<file path="src/design/pirl_pkg.sv">
`timescale 1ns / 1ps

package pirl_pkg;

	typedef enum logic [1:0] {
		KIND_INSERT = 2'd0,
		KIND_REMOVE = 2'd1,
		KIND_DUMP   = 2'd2
	} kind_t;

	typedef enum logic [1:0] {
		ST_OK    = 2'd0,
		ST_INDEX = 2'd1,
		ST_FULL  = 2'd2
	} status_t;

	// per-cycle command broadcast to every cell of the chain
	typedef enum logic [1:0] {
		CMD_HOLD,
		CMD_INSERT,
		CMD_REMOVE,
		CMD_ROTATE
	} cell_cmd_t;

	typedef enum logic {
		S_IDLE,
		S_DUMP
	} state_t;

	localparam int unsigned DATA_W  = 32;
	localparam int unsigned KIND_W  = 2;
	localparam int unsigned POS_W   = 7;
	localparam int unsigned COUNT_W = 7;

endpackage

</file>
<file path="src/design/pirl_cell.sv">
`timescale 1ns / 1ps

// One list slot. Insert: item at pos, left neighbor above pos. Remove: right
// neighbor from pos up. Rotate: right neighbor; the tail slot takes the head.
module pirl_cell #(
	parameter int unsigned IDX = 0,
	parameter int unsigned PW  = 7
) (
	input  logic                           clk,
	input  pirl_pkg::cell_cmd_t            cmd,
	input  logic [PW-1:0]                  pos,
	input  logic [PW-1:0]                  tail,
	input  logic [pirl_pkg::DATA_W-1:0]    item,
	input  logic [pirl_pkg::DATA_W-1:0]    left,
	input  logic [pirl_pkg::DATA_W-1:0]    right,
	input  logic [pirl_pkg::DATA_W-1:0]    head,
	output logic [pirl_pkg::DATA_W-1:0]    data
);

	localparam logic [PW-1:0] MY_IDX = PW'(IDX);

	logic [pirl_pkg::DATA_W-1:0] data_q;
	logic [pirl_pkg::DATA_W-1:0] data_d;

	always_comb begin
		data_d = data_q;
		case (cmd)
			pirl_pkg::CMD_INSERT: begin
				if (MY_IDX == pos) begin
					data_d = item;
				end else if (MY_IDX > pos) begin
					data_d = left;
				end
			end
			pirl_pkg::CMD_REMOVE: begin
				if (MY_IDX >= pos) begin
					data_d = right;
				end
			end
			pirl_pkg::CMD_ROTATE: begin
				data_d = (MY_IDX == tail) ? head : right;
			end
			default: begin
				data_d = data_q;
			end
		endcase
	end

	always_ff @(posedge clk) begin
		data_q <= data_d;
	end

	assign data = data_q;

endmodule

</file>
<file path="config.mk">
export PLATFORM = sky130hd
export DESIGN_NAME = pirl_cell
export DESIGN_NICKNAME = d
export VERILOG_FILES = /design/src/design/pirl_pkg.sv /design/src/design/pirl_cell.sv
export SDC_FILE = /design/constraint.sdc
export NUM_CORES = 1
export LEC_CHECK = 0
export BUFFER_PORTS_ARGS = -buffer_cell sky130_fd_sc_hd__buf_2
export CORE_UTILIZATION = 26
export DETAILED_ROUTE_END_ITERATION = 10
export GPL_ROUTABILITY_DRIVEN = 0
export GPL_TIMING_DRIVEN = 0
export PLACE_DENSITY_LB_ADDON = 0.05
export SLEW_MARGIN = 20
export SYNTH_ARGS = -nofsm -noshare
export SYNTH_HDL_FRONTEND = slang
export SYNTH_SLANG_ARGS = --single-unit
export TNS_END_PERCENT = 50
</file>
<file path="constraint.sdc">
create_clock -name clk -period 5 [get_ports clk]
set_clock_uncertainty 0.2 [all_clocks]
set_input_delay 0.5 -clock clk [delete_from_list [all_inputs] [get_ports clk]]
set_output_delay 0.5 -clock clk [all_outputs]
set_load 0.05 [all_outputs]
</file>
; ---- Yosys cells after proc, flatten, opt, wreduce, memory -nomap -nowiden
; Index checks and enable logic that the tools add are counted.
[op_classes]
order_cmp = 2
n_eq_ne = 5
n_mux = 5
n_reduce_logical = 4
[ops]
columns = cell, count
row1 = 32-bit 2-to-1 mux, 4
row2 = 32-bit one-hot mux with 3 select lines, 1
row3 = 7-bit logical NOT, 2
row4 = "1-bit by 7-bit >= comparator with 1-bit output, first input constant", 1
row5 = "1-bit by 7-bit > comparator with 1-bit output, first input constant", 1
row6 = "2-bit == test, second input constant", 2
row7 = "3-bit inequality test, second input constant", 1
row8 = 3-bit AND reduction, 1
row9 = 3-bit nonzero test, 1
row10 = "2-bit by 1-bit == test with 1-bit output, second input constant", 1
row11 = "2-bit inequality test, second input constant", 1
[totals]
reg_bits = 32
inputBits = 145
output_inout_bits = 32
word_cells = 17

; ---- Longest topological paths before layout
; Gate-level depths: netlist (run 1).
[logic_depth]
word_depth = 4
mapped_depth = 5
mapped_depth_nobuf = 3

; ---- Least setup slack after synthesis (run 1)
; No wires, ideal clock.
[synth_path]
path_type = input port to flip-flop
startpoint = input port pos[3]
endpoint = register data_q (netlist bit data[0]) (enable)
arrival_ps = 2239
required_time_ps = 4407
slack_ps = 2168
stages = 5
n_path_buf = 2
cell_sequence = nor4_4 -> and2_0 -> clkbuf_1 -> buf_2 -> maj3_1
[synth_between]
elab_chain_cells = 3
[synth_rtl]
columns = element, line
row1 = "start, declared", pirl_cell.sv:11  ; input logic [PW-1:0] pos,
row2 = 1-bit by 7-bit > comparator with 1-bit output (tied with other cells), pirl_cell.sv:31  ; end else if (MY_IDX > pos) begin
row3 = 3-bit inequality test (no line) / 2-bit inequality test (equally long branches), n/a
row4 = 3-bit AND reduction (no line) (*), n/a
row5 = "end signal, assigned", pirl_cell.sv:50  ; data_q <= data_d;
row6 = "end, declared", pirl_cell.sv:22  ; logic [pirl_pkg::DATA_W-1:0] data_q;
; Every way passes the cells marked *; elsewhere a longest branch is shown, timed or not.
; A chain may end at the register's enable or synchronous reset.

; ---- Worst setup path in the final report (run 1)
[layout_path]
startpoint = input port pos[3]
endpoint = register data_q (netlist bit data[7]) (enable)
; Same word-level chain as after synthesis.

==> impl_metrics.py, run 1 <==
metrics = {
    "cells_and_area": {
        "area_growth_pct": 41.10,
        "largest_reg_flops": 32,
        "mostFrequentLayoutCell": "buf_2",
        "drive_gt1_frac": 0.5352,
        "nets": 598,
        "diodes": 0,
        "final_cells": 590,
    },
    "floorplanning": {
        "pin_count": 177,
        "die_width_microns": 105.6,
        "die-area_sq_um": 11150,
        "die_h_microns": 105.6,
        "row_count": 37,
        "design.core.area_sq_um": 10370,
        "initial_core_util": 0.2692,
    },
    "synth": {
        "synth_top_area_cell": "edfxtp_1",
        "synthAdderAreaFrac": 0.003586,
        "yosysUniqueCellTypes": 22,
        "synth.avg_cell_area_sq_um": 10.34,
        "synth_compound_area_frac": 0.2654,
        "ys_async_sr_fraction": 0,
        "synth-edff-count": 32,
        "syn_area_sq_um": 2791,
        "yosys.area_share.xor_xnor": 0,
        "synth.area.mux_share": 0,
        "synthTopCellsByArea": "edfxtp_1 (34%), nor4b_2 (16%), a211oi_1 (8.6%)",
        "synth_top_family_by_area": "simple AND/OR/NAND/NOR gates",
        "ys_ff_latch": 32,
        "yosysTopAreaCellShare": 0.3442,
        "dominantRegCellSynth": "edfxtp_1",
        "synth-simple-area-share": 0.3165,
        "syn_inst": 270,
        "synthesis.nets": 415,
        "seq_area_frac_synth": 0.3442,
        "yosysWarnings": 0,
    },
    "critical_path": {
        "critPathCaptureType": "flop",
        "cp_top_family": "buffers and inverters",
        "critPathMaxFanout": 23,
        "critical-path-max-stage-delay_ns": 0.45,
        "cp.buffers_inverters": 4,
        "worst_ep_arrival_time_ns": 2.48,
        "required_ns": 4.79,
        "crit_type": "in2reg",
        "start_kind": "primary input",
        "crit_top_cell": "buf_2",
        "path_cells": "buf_2, nor4_4, and2_0, clkbuf_1, buf_2, maj3_2, buf_12",
        "slowest_stage": "nor4_4",
    },
    "sta": {
        "hold_viol_final": 0,
        "finalCritPeriodShare": 0.5389,
        "rsz0062_at_grt": "false",
        "maxSlewHeadroom": 0.5992,
        "setup_violations": 0,
        "period_needed_ns": 2.695,
        "drv_slew": 0,
        "max_clock_freq_mhz": 371.1,
        "holdWs_ns": 0.4302,
        "worstMarginPinSlew_ns": 0.5996,
        "setup-tns-final_ns": 0,
    },
    "drt": {
        "vias": 3042,
        "ant_nets": 0,
        "drt_wl_total_microns": 11000,
        "drt_iter0_markers": 147,
        "drc_errors": 0,
        "drtPass1Iterations": 4,
        "wl_per_cell_microns": 18.65,
        "viasPerCell": 5.156,
    },
    "pwr": {
        "ir_drop_v": 0.00008857,
        "p_sw_frac": 0.3501,
        "p_leak_nw": 1.526,
        "pwr-share-clk": 0.255,
        "p_per_area_nw_per_um2": 200.4,
        "p_int_mw": 0.5129,
        "switchingPower_mw": 0.2763,
        "pwr-share-comb": 0.333,
        "p_seq_frac": 0.413,
    },
    "run_status": {
        "outcome": "complete, no violations",
    },
    "min_path": {
        "hold_path.class": "in2reg",
        "whs_path_depth": 3,
        "whs_endpoint": "data[0]$_DFFE_PP_",
        "hold_path.startpoint": "item[0]",
    },
    "global_routing": {
        "grt_pass1_wl_microns": 17040,
        "grt_start_max_net_pins": 24,
        "grt_pass1_vias": 3215,
        "antenna_found_initial": 1,
        "track_usage": 0.1994,
        "overflow": 0,
    },
    "clocking": {
        "cts_buffer_depth": 2,
        "htree_levels": 2,
        "cts.sinks": 32,
        "post-cts-setup-buffers": 0,
        "cts_buffers": 5,
        "cts_hold_buffers": 0,
        "cts_tree": "yes",
        "cts_root_buf": "clkbuf_8",
        "clk_pin_slew_worst_paths_ns": 0.07,
        "cts_resized": 0,
    },
    "placed_design": {
        "dp_hpwl_microns": 8159,
        "placed_cells": 582,
        "port_buffers": 175,
    },
    "flow_run": {
        "max_cap_violations": 0,
    },
}
## synth_stat cells (2+ instances only)
master / count
a2111oi_0: 12
a2111oi_1: 13
a2111oi_2: 7
a211oi_1: 32
a21oi_1: 32
buf_2: 13
buf_4: 2
buf_6: 4
clkbuf_1: 19
edfxtp_1: 32
nand2b_1: 32
nor2_1: 32
nor4b_1: 2
nor4b_2: 30
## worst max-delay path by stage
stage           start  slack [ns]  cells past startpoint                  to
2_1_floorplan  pos[3]        2.17                      5   data[0]$_DFFE_PP_
3_3_place_gp   pos[3]        1.09                      6  data[13]$_DFFE_PP_
3_5_place_dp   pos[3]        1.95                      7  data[13]$_DFFE_PP_
4_1_cts        pos[3]        2.23                      7   data[7]$_DFFE_PP_
5_1_grt        pos[3]        2.10                      7   data[7]$_DFFE_PP_
6_report       pos[3]        2.31                      7   data[7]$_DFFE_PP_
## metal layers
metal	vias to the layer above	part of all wire	GRT usage
li1	1448	-	-
met1	1453	0.44	0.2647
met4	0	0.0085	0.04067
met3	7	0.063	0.03154
met5	-	0	0
met2	134	0.48	0.3416
## power groups by stage
stage	clock, mW	sequential (mW)	combinational, mW
3_5_place_dp	0	0.331	0.264
4_1_cts	0.209	0.326	0.265
3_3_place_gp	0	0.332	0.262
2_1_floorplan	0	0.404	0.0823
5_1_grt	0.216	0.327	0.282
6_report	0.201	0.326	0.263
## per-stage QoR
stage / total power, mW / setup WS [ns] / utilization / instance area [sq um]
3_5_place_dp: 0.5955 / 1.946 / 0.3721 / 3859
4_1_cts: 0.8002 / 2.231 / 0.3798 / 3939
5_1_grt: 0.8252 / 2.100 / 0.3798 / 3939
6_report: 0.7892 / 2.305 / 0.3798 / 3939
2_1_floorplan: 0.4863 / 2.168 / - / 2791
3_3_place_gp: 0.5941 / 1.092 / 0.3701 / 3837
## final cells by class
class | instances | area, sq um
Buffer | 38 | 196.4
Multi-Input combinational cell | 200 | 1635
Fill cell | 1112 | 6431
Timing Repair Buffer | 176 | 895.9
Tap cell | 136 | 170.2
Sequential cell | 32 | 960.9
Clock inverter | 1 | 3.754
Clock buffer | 7 | 76.32
## logic make-up (layout without fill, tap and decap cells)
family,after synthesis,in the layout
DFF,32,32
AOI/OAI and AO/OA,96,96
and+or+nand+nor,103,103
adders and majority gates,1,1
buffers and inverters,38,222
Note: power is estimated with default switching activity, not from simulation.
==> run 2: changes to the inputs <==
Settings changed: ABC_AREA set to 1.
Clock period 5 ns to 2.65 ns, I/O delays scaled along.
==> impl_metrics.py, run 2 <==
metrics = {
    "drt": {
        "drc_errors": 0,
        "drt_wl_total_microns": 9529,
        "viasPerCell": 4.176,
        "drt_iter0_markers": 119,
        "vias": 3257,
        "drtPass1Iterations": 4,
        "ant_nets": 0,
        "wl_per_cell_microns": 12.22,
    },
    "pwr": {
        "switchingPower_mw": 0.5407,
        "pwr-share-clk": 0.335,
        "ir_drop_v": 0.0002308,
        "p_leak_nw": 2.431,
        "finalPower_mw": 1.673,
        "p_int_mw": 1.133,
        "pwr-share-comb": 0.295,
        "p_sw_frac": 0.3231,
        "p_seq_frac": 0.369,
        "p_per_area_nw_per_um2": 402.3,
    },
    "critical_path": {
        "crit_type": "in2reg",
        "critPathMaxFanout": 18,
        "required_ns": 2.43,
        "critPathCaptureType": "flop",
        "path_cells": "buf_2, nor2_1, nand2_1, nor2_4, buf_4, o21ai_0, nand2_2, buf_16",
        "critical-path-max-stage-delay_ns": 0.43,
        "start_kind": "primary input",
        "slowest_stage": "nand2_2",
        "worst_ep_arrival_time_ns": 1.77,
    },
    "clocking": {
        "cts_buffer_depth": 2,
        "cts_buffers": 5,
        "post-cts-setup-buffers": 0,
        "cts_hold_buffers": 0,
        "cts_tree": "yes",
        "cts_root_buf": "clkbuf_16",
        "cts.sinks": 32,
        "cts_resized": 0,
        "htree_levels": 2,
        "clk_pin_slew_worst_paths_ns": 0.06,
    },
    "run_status": {
        "outcome": "complete, no violations",
    },
    "synth": {
        "ys_async_sr_fraction": 0,
        "synth-edff-count": 32,
        "synthesis.nets": 600,
        "synthTopCellsByArea": "edfxtp_1 (33%), nand2_1 (20%), inv_1 (15%)",
        "ys_ff_latch": 32,
        "synth.avg_cell_area_sq_um": 6.454,
        "yosysUniqueCellTypes": 19,
        "synth_top_area_cell": "edfxtp_1",
        "syn_inst": 455,
        "seq_area_frac_synth": 0.3272,
        "synth_common_cells": "nand2_1 (154), inv_1 (116), nand3_1 (75), edfxtp_1 (32), nand2_2 (22)",
        "yosysTopAreaCellShare": 0.3272,
        "yosysMostFrequentCell": "nand2_1",
        "yosysWarnings": 0,
        "syn_area_sq_um": 2937,
        "dominantRegCellSynth": "edfxtp_1",
    },
    "cells_and_area": {
        "regArea_sq_um": 960.9,
        "final_cell_mix": "buf_2 (182), nand2_1 (153), inv_1 (116)",
        "drive_gt1_frac": 0.3781,
        "final_cells": 780,
        "nets": 784,
        "fin_area_sq_um": 4159,
        "postLayoutCoreUtil": 0.3803,
        "n_fill_cell": 1257,
        "mostFrequentLayoutCell": "buf_2",
        "largest_reg_flops": 32,
        "multiInputGateArea_sq_um": 1335,
        "diodes": 0,
        "area_growth_pct": 41.63,
    },
    "placed_design": {
        "dp_hpwl_microns": 7410,
        "place_area_sq_um": 4023,
        "port_buffers": 176,
        "placed_cells": 772,
        "place_ws_ns": 0.3347,
    },
    "global_routing": {
        "track_usage": 0.1691,
        "grt_pass1_vias": 3160,
        "overflow": 0,
        "grt_start_max_net_pins": 19,
        "antenna_found_initial": 0,
        "grt_pass1_wl_microns": 15150,
    },
    "floorplanning": {
        "row_count": 38,
        "pin_count": 177,
        "die_width_microns": 108.3,
        "die_h_microns": 108.3,
        "die-area_sq_um": 11720,
        "design.core.area_sq_um": 10940,
        "initial_core_util": 0.2685,
    },
    "sta": {
        "hold_viol_final": 0,
        "setup_ws_ns": 0.6621,
        "rsz0062_at_grt": "false",
        "drv_slew": 0,
        "period_needed_ns": 1.988,
        "holdWs_ns": 0.09107,
        "finalCritPeriodShare": 0.7502,
        "setup_violations": 0,
        "worstMarginPinSlew_ns": 0.5652,
        "setup-tns-final_ns": 0,
        "maxSlewHeadroom": 0.6232,
        "max_clock_freq_mhz": 503.0,
    },
    "min_path": {
        "whs_path_depth": 3,
        "hold_path.class": "in2reg",
        "hold_path.startpoint": "right[21]",
        "whs_endpoint": "data[21]$_DFFE_PP_",
    },
    "flow_run": {
        "max_cap_violations": 0,
    },
}
-- run 2: kinds of logic after synthesis --
logic type / share of synthesized area
DFF: 0.3272
and+or+nand+nor: 0.4367
AOI/OAI and AO/OA: 0.01704
buffers and inverters: 0.2190
-- run 2: power groups by stage --
stage          Clock [mW]  Combinational, mW  Sequential [mW]
6_report            0.561              0.494            0.618
3_3_place_gp            0              0.491            0.629
2_1_floorplan           0              0.162            0.773
4_1_cts             0.579              0.502            0.619
5_1_grt             0.600              0.546            0.622
3_5_place_dp            0              0.501            0.629
-- run 2: how the worst max path moves through the flow --
stage | from | end | slack [ns]
3_5_place_dp | pos[5] | data[19]$_DFFE_PP_ | 0.33
4_1_cts | pos[5] | data[23]$_DFFE_PP_ | 0.60
5_1_grt | pos[5] | data[10]$_DFFE_PP_ | 0.46
6_report | pos[5] | data[23]$_DFFE_PP_ | 0.66
3_3_place_gp | pos[5] | data[19]$_DFFE_PP_ | -0.26
2_1_floorplan | pos[5] | data[0]$_DFFE_PP_ | 0.52
-- run 2: layout make-up --
| cell class | instances | share of cell area |
|---|---|---|
| clock buffers | 7 | 0.03189 |
| clock inverters | 1 | 0.0009025 |
| multi-input cells | 283 | 0.3210 |
| flip-flops and latches | 32 | 0.2310 |
| plain buffers | 22 | 0.04392 |
| repair buffers | 177 | 0.2184 |
| inverters | 118 | 0.1107 |
| well taps | 140 | 0.04212 |
-- run 2: critical path, delay by kind of cell --
family,cells,cell delay (ns)
compound gates,1,0.12
buf+inv,3,0.53
simple gates,4,0.85
-- run 2: metal layers --
layer | wire length, microns | global-route usage | vias to the layer above | share of wire
met5 | 0 | 0 | - | 0
met4 | 104 | 0.04054 | 0 | 0.011
met3 | 694 | 0.03918 | 8 | 0.073
met2 | 4514 | 0.2953 | 116 | 0.47
met1 | 4216 | 0.2092 | 1408 | 0.44
li1 | - | - | 1725 | -
==> run 3: changes to the inputs <==
Clock period 2.65 ns to 1.8 ns, I/O delays scaled along.
==> impl_metrics.py, run 3 (synthesis gave the netlist of run 2 again) <==
metrics = {
    "drt": {
        "drt_iter0_markers": 77,
        "wl_per_cell_microns": 12.40,
        "drtPass1Iterations": 4,
        "drc_errors": 0,
        "vias": 3269,
        "ant_nets": 0,
        "viasPerCell": 4.175,
        "drt_wl_total_microns": 9707,
    },
    "clocking": {
        "htree_levels": 2,
        "cts.sinks": 32,
        "cts_buffer_depth": 2,
        "cts_buffers": 5,
        "cts_root_buf": "clkbuf_16",
        "clk_pin_slew_worst_paths_ns": 0.06,
        "cts_tree": "yes",
    },
    "cells_and_area": {
        "mostFrequentLayoutCell": "buf_2",
        "n_fill_cell": 1232,
        "final_cell_mix": "buf_2 (182), nand2_1 (153), inv_1 (116)",
        "largest_reg_flops": 32,
        "final_cells": 783,
        "diodes": 0,
        "drive_gt1_frac": 0.3810,
        "nets": 788,
        "area_growth_pct": 43.08,
    },
    "floorplanning": {
        "row_count": 38,
        "die-area_sq_um": 11720,
        "die_width_microns": 108.3,
        "initial_core_util": 0.2685,
        "pin_count": 177,
        "design.core.area_sq_um": 10940,
        "die_h_microns": 108.3,
    },
    "sta": {
        "holdWs_ns": 0.007511,
        "hold_viol_final": 0,
        "rsz0062_at_grt": "false",
        "maxSlewHeadroom": 0.6227,
        "setup_violations": 0,
        "drv_slew": 0,
        "max_clock_freq_mhz": 632.8,
        "setup-tns-final_ns": 0,
        "worstMarginPinSlew_ns": 0.5660,
        "setup_ws_ns": 0.2197,
        "period_needed_ns": 1.580,
        "finalCritPeriodShare": 0.8779,
    },
    "critical_path": {
        "worst_ep_arrival_time_ns": 1.37,
        "start_kind": "primary input",
        "crit_path_end": "data[15]$_DFFE_PP_",
        "critPathMaxFanout": 10,
        "crit_path_start": "pos[5]",
        "critPathCaptureType": "flop",
        "crit_type": "in2reg",
        "required_ns": 1.59,
    },
    "global_routing": {
        "grt_start_max_net_pins": 33,
        "overflow": 0,
        "antenna_found_initial": 0,
        "grt_pass1_vias": 3327,
        "track_usage": 0.1723,
        "grt_pass1_wl_microns": 15540,
    },
    "placed_design": {
        "port_buffers": 176,
        "place_ws_ns": -0.5256,
        "dp_hpwl_microns": 7388,
        "placed_cells": 771,
    },
    "flow_run": {
        "max_cap_violations": 0,
    },
    "min_path": {
        "whs_path_depth": 3,
        "hold_path.class": "in2reg",
    },
    "pwr": {
        "ir_drop_v": 0.0003661,
        "finalPower_mw": 2.467,
        "p_leak_nw": 2.452,
        "p_per_area_nw_per_um2": 587.3,
    },
    "run_status": {
        "outcome": "complete, no violations",
    },
}
[run 3: routing by layer]
layer,share of wire,global-route usage
met5,0,0
met3,0.067,0.03737
met2,0.48,0.2980
met4,0.011,0.05116
met1,0.44,0.2135
[run 3: area by class of cell]
| type | instances | area (sq um) | share of cell area |
|---|---|---|---|
| sequential | 32 | 960.9 | 0.2287 |
| tap | 140 | 175.2 | 0.04169 |
| timing repair buffer | 180 | 938.4 | 0.2233 |
| multi-input combinational | 284 | 1351 | 0.3216 |
| clock buffer | 5 | 125.1 | 0.02978 |
| buffer | 22 | 182.7 | 0.04348 |
| clock inverter | 2 | 7.507 | 0.001787 |
| inverter | 118 | 460.4 | 0.1096 |
[run 3: repair_timing]
action,4_1_cts,5_1_grt
pin swaps,0,2
buffers inserted,0,3
endpoints found under the hold margin,1,0
cloned,0,1
gates resized for setup,1,2
endpoints found under the setup margin,32,32
hold buffers,1,0
[run 3: where the power goes]
group	switching, mW	total [mW]	internal (mW)
clock network	0.321	0.816	0.495
logic	0.473	0.741	0.268
registers	0.0134	0.910	0.896
total	0.807	2.47	1.66
[run 3: worst min-delay path by stage]
stage | startpoint | end | slack (ns)
3_5_place_dp | right[27] | data[27]$_DFFE_PP_ | 0.29
5_1_grt | right[0] | data[0]$_DFFE_PP_ | 0.02
3_3_place_gp | right[10] | data[10]$_DFFE_PP_ | 0.28
2_1_floorplan | right[12] | data[12]$_DFFE_PP_ | 0.18
6_report | right[12] | data[12]$_DFFE_PP_ | 0.008
4_1_cts | right[12] | data[12]$_DFFE_PP_ | 0.003
[run 3: worst max-delay path: stages]
cell,delay (ns)
buf_2,0.10
nor2_1,0.09
nand2_1,0.10
nor2_4,0.22
buf_4,0.22
o21ai_1,0.17
nand2_4,0.13
buf_4,0.15
[run 3: stage by stage]
stage / utilization / area (sq um)
detailed placement: 0.3653 / 3995
global placement: 0.3653 / 3995
global route: 0.3842 / 4202
CTS: 0.3788 / 4143
floorplan: - / 2939
finish: 0.3842 / 4202
